`config.mk`:
```
export PLATFORM = sky130hd
export DESIGN_NAME = lhbp_ram
export DESIGN_NICKNAME = d
export VERILOG_FILES = /design/src/lhbp_ram.sv
export SDC_FILE = /design/constraint.sdc
export NUM_CORES = 2
export LEC_CHECK = 0
export BUFFER_PORTS_ARGS = -buffer_cell sky130_fd_sc_hd__buf_4
export CAP_MARGIN = 20
export CORE_MARGIN = 8
export CORE_UTILIZATION = 33
export CTS_CLUSTER_SIZE = 8
export DETAILED_ROUTE_END_ITERATION = 16
export SLEW_MARGIN = 10
export SYNTH_ARGS = -nofsm -noshare
export SYNTH_HDL_FRONTEND = slang
export SYNTH_SLANG_ARGS = --single-unit
```
`constraint.sdc`:
```
create_clock -name clk -period 3.95 [get_ports clk]
set_clock_uncertainty 0.05 [all_clocks]
set_input_delay 0.1975 -clock clk [delete_from_list [all_inputs] [get_ports clk]]
set_output_delay 0.1975 -clock clk [all_outputs]
set_load 0.005 [all_outputs]
```
`src/lhbp_ram.sv`:
```
// lhbp_ram: generic simple dual-port ram, one write and one registered read port
// no dependencies
`default_nettype none

module lhbp_ram #(
    parameter int WIDTH = 2,
    parameter int DEPTH = 1024
) (
    input  wire logic                     clk,
    input  wire logic                     we,
    input  wire logic [$clog2(DEPTH)-1:0] waddr,
    input  wire logic [WIDTH-1:0]         wdata,
    input  wire logic                     re,
    input  wire logic [$clog2(DEPTH)-1:0] raddr,
    output logic      [WIDTH-1:0]         rdata
);

    logic [WIDTH-1:0] mem [DEPTH];

    always_ff @(posedge clk)
    begin
        if (we)
            mem[waddr] <= wdata;
    end

    // read data holds while re is low
    always_ff @(posedge clk)
    begin
        if (re)
            rdata <= mem[raddr];
    end

endmodule

`default_nettype wire

```
== After elaboration in Yosys (flattened, before gate mapping) ==
Memory sizes are Yosys's and may differ from the RTL's. A register that Yosys moved wholly into a read port is not among the register bits.
Cells that the tools add are included.

* Mux-type cells: 2

{| class="wikitable"
|+ Operator list
! operator !! number
|-
| 2-to-1 mux 1 bit || 2
|}

* Bits in registers: 0
* Input bits: 25
* Output and inout bits: 2
* Memory bits (writable): 2048
* Logic and storage cells: 3
* Memories: 1

{| class="wikitable"
|+ Memories
! memory !! words !! width !! read ports !! clocked after Yosys merged registers in !! wr ports !! RTL line !! text
|-
| mem || 1024 || 2 || 1 || 1 || 1 || 18 || <nowiki>logic [WIDTH-1:0] mem [DEPTH];</nowiki>
|}

== Logic depth before layout (Yosys ltp) ==
* Depth after elaboration: 2
* Depth in mapped cells: 15

== Least setup slack after synthesis ==
No wires, ideal clock.

* Kind: in2reg
* Start point: input port raddr[0]
* End point: register rdata[1], read port of mem, data pin
* Data required time: 3.623 ns
* Stages: 12
* Path slack: 1.203 ns
* Arrival time: 2.420 ns
* Cells stage by stage: buf_6 buf_12 buf_8 buf_6 buf_6 mux4_2 a221oi_1 o21ai_0 nor3_1 o31ai_1 o31ai_1 nand4_1

{| class="wikitable"
|+ RTL lines
! what !! RTL line !! text
|-
| start: declaration || 14 || <nowiki>input wire logic [$clog2(DEPTH)-1:0] raddr,</nowiki>
|-
| end: declaration || 15 || <nowiki>output logic [WIDTH-1:0] rdata</nowiki>
|}

==> results.toml <==
[place]
pre_cts_slack_ns = 0.0560
dp_hpwl_mm = 136
postPlaceCellArea_sq_um = 89200
finalWeightedCongestion = 0.814
io_buffers = 26
dp.cells = 8050

[layout]
final_util_pct = 38.4
syn_to_final_growth_pct = 16.1
drive_gt1_share_pct = 22.2
final_cells = 8396
fin_area_sq_um = 97300
final_nets = 5032
nFillCells = 23000

[worst_setup_path]
crit_buf_inv = 1
crit_family = "simple AND/OR/NAND/NOR gates"
cp_slowest_cell = "or4b_1"
critical_path_class = "reg2reg"
crit_fanout = 2
crit_required_ns = 4.52
cpPeakStageDelay_ns = 0.66
critPathLaunchType = "flip-flop"
worst_setup_path_end_kind = "flip-flop"
crit_chain = "mux4_2 -> mux4_2 -> nand2_1 -> or4b_1 -> nand4_1 -> o31ai_1 -> o31ai_1 -> buf_4 -> nand4_1"
cp.arrival_ns = 3.98

[synthesis]
yosysSeqAreaShare_pct = 73.5
netlist_area_sq_um = 83800
synth_ff_type = "edfxtp_1"
syn_area_per_cell_sq_um = 17.5
ys_warn_count = 0
synthesis.nets = 4818
synth-seq-cells = 2050
async_flop_share_pct = 0
synth_cells = 4793
synth_edf_count = 2050
synth.distinct_cells = 65

[timing]
rsz0062_at_grt = "no"
drv_slew = 0
max_freq_mhz = 294
setup_viol = 0
worst_slack_ns = 0.548
layout_min_cycle_time_ns = 3.40
fin_crit_sh_pct = 86.1
hold_viol_final = 0
relSlewSlack_pct = 22.4
max_slew.worst_pin.slew_ns = 1.16

[global_route]
grt_pass1_wl_mm = 343
grt_max_degree = 166
grt-ovfl-total = 0
antenna_found_initial = 22
grt_pass1_vias = 47700
grt_use_total_pct = 17.3

[cts]
clk_pin_slew_ns = 0.05
cts_setup_buffers = 0
cts_root_buf = "clkbuf_16"
clk_latency_ns = 0.93
cts_buffers = 306
clockBufferDepth = 4
cts_num_sinks = 2050
tritoncts = "done"
cts_htree_levels = 5

[power]
p_sw_share_pct = 20.8
vdd_drop_max_v = 0.000337
powerDensity_nw_per_um2 = 502
clockPowerShare_pct = 45.8
comb_power_share_pct = 5.0
power.leakage_uw = 0.0296
p_switching_uw = 10200
p_total_uw = 48800
internal_power_uw = 38700
pwr-share-seq_pct = 49.2

[floorplan]
io_pins = 27
core_sq_um = 253000
std_cell_rows = 185
dieHeight_um = 520
start_util_pct = 33.1
die-area_sq_um = 270000
die_x_um = 520

[drt]
wl_per_cell_um = 28.7
ant_nets = 0
drc = 0
avgViaCountPerCell = 5.57
wl_mm = 241
drt_first_pass_iters = 5
drt_iter0_drc = 6244
vias = 46800

[run_status]
outcome = "completed"

[hold_path]
min_path_type = "in2reg"

[run]
cap_viol_max_count = 0
==> layer usage <==
layer	wire length [um]	vias up	track usage, %
met3	24100	459	3.83
met1	95400	24600	23.6
met2	113000	2524	27.6
met5	0	-	0
li1	-	19200	-
met4	8010	0	6.08
==> Yosys cell counts (5+ instances only) <==
master    instances  area (sq um)
buf_6            33           372
o221ai_1         82           718
clkbuf_1        239           897
a211oi_1         13          97.6
nand2_1          96           360
a221oi_1         13           114
a22o_1           13           114
buf_4            28           210
o21ai_0          36           180
mux4_2          449         10100
o31ai_1           5          37.5
nor2_1         1054          3960
nor3_1           45           225
buf_8            14           210
mux2i_1         205          2050
and2_1            6          37.5
a31oi_1           7          43.8
nand4_1          13          81.3
nand2b_1          8          50.1
o22ai_1          45           282
mux2_2            8          90.1
nor3b_1          10          75.1
nor2b_1          13          81.3
a21oi_1          70           350
edfxtp_1       2050         61600
a22oi_1          45           338
nand3_1          39           195
nor4_1            9          56.3
and3_1            8          50.1
buf_1            54           203
buf_2            26           130
==> sequential cells by signal (all words and copies together) (netlist names) <==
name and flops:
mem 2048, rdata 2
==> worst reg2reg max path: stages (launching register included) <==
cell and delay (ns):
edfxtp_1 0.36, mux4_2 0.48, mux4_2 0.47, nand2_1 0.11, or4b_1 0.66, nand4_1 0.37
o31ai_1 0.13, o31ai_1 0.23, buf_4 0.15, nand4_1 0.10
==> power by group through the flow <==
stage                     Sequential [uW]  Clock, uW  Combinational, uW
after floorplan                     24400          0               1250
after global placement              24400          0               2400
after detailed placement            24400          0               2410
after CTS                           24000      22700               2430
after global routing                24000      23500               2540
final                               24000      22400               2430
==> final cells by class <==
cell class | count | area (sq um) | share of cell area [%]
timing repair buffer | 302 | 3090 | 3.18
sequential | 2050 | 61600 | 63.3
antenna | 12 | 30.0 | 0.0309
clock inverter | 6 | 37.5 | 0.0386
tap | 3366 | 4210 | 4.33
multi-input combinational | 2341 | 20500 | 21.1
inverter | 6 | 26.3 | 0.0270
clock buffer | 313 | 7830 | 8.05
==> what timing repair did <==
action / CTS / global route
gates resized for setup: 0 / 0
endpoints found under the hold margin: 300 / 0
endpoints found under the setup margin: 0 / 0
hold buffers: 13 / 0
==> worst paths after layout <==
kind                            endpoint   startpoint  depth (start not counted)  slack, ns
worst max-delay path            rdata[1]  mem[151][1]                          9       0.55
worst min-delay path            rdata[0]           re                          2       0.08
worst max register to register  rdata[1]  mem[151][1]                          9       0.55
worst min register to register  rdata[0]  mem[247][0]                          6       1.19
==> logic make-up after synthesis <==
logic type,count (synthesis),synth area share [%]
DFF,2050,73.5
and+or+nand+nor,1324,6.40
muxes,664,14.7
buffers and inverters,402,2.49
AOI/OAI and AO/OA,353,2.98
==> metrics by stage <==
stage	TNS, ns	hold WS [ns]
final	0	0.0761
after global routing	0	0.0503
after detailed placement	0	0.446
after global placement	-0.0233	0.450
after CTS	0	0.0251
after floorplan	0	0.246
==> layout by cell type (no fill, tap or decap), drive strengths merged, types with 10 or more instances in the layout <==
master,instances
nor3b,10
nor2b,13
mux2i,205
o22ai,45
buf,289
mux4,449
clkbuf,313
a22o,13
diode,12
nor3,45
o221ai,83
edfxtp,2050
nor2,1054
nand3,39
a211oi,13
a22oi,45
mux2,10
nand4,13
nand2,96
a21oi,70
o21ai,36
a221oi,13
dlygate4sd3,13
nor4,10
Note: power is estimated with default switching activity, not from simulation.
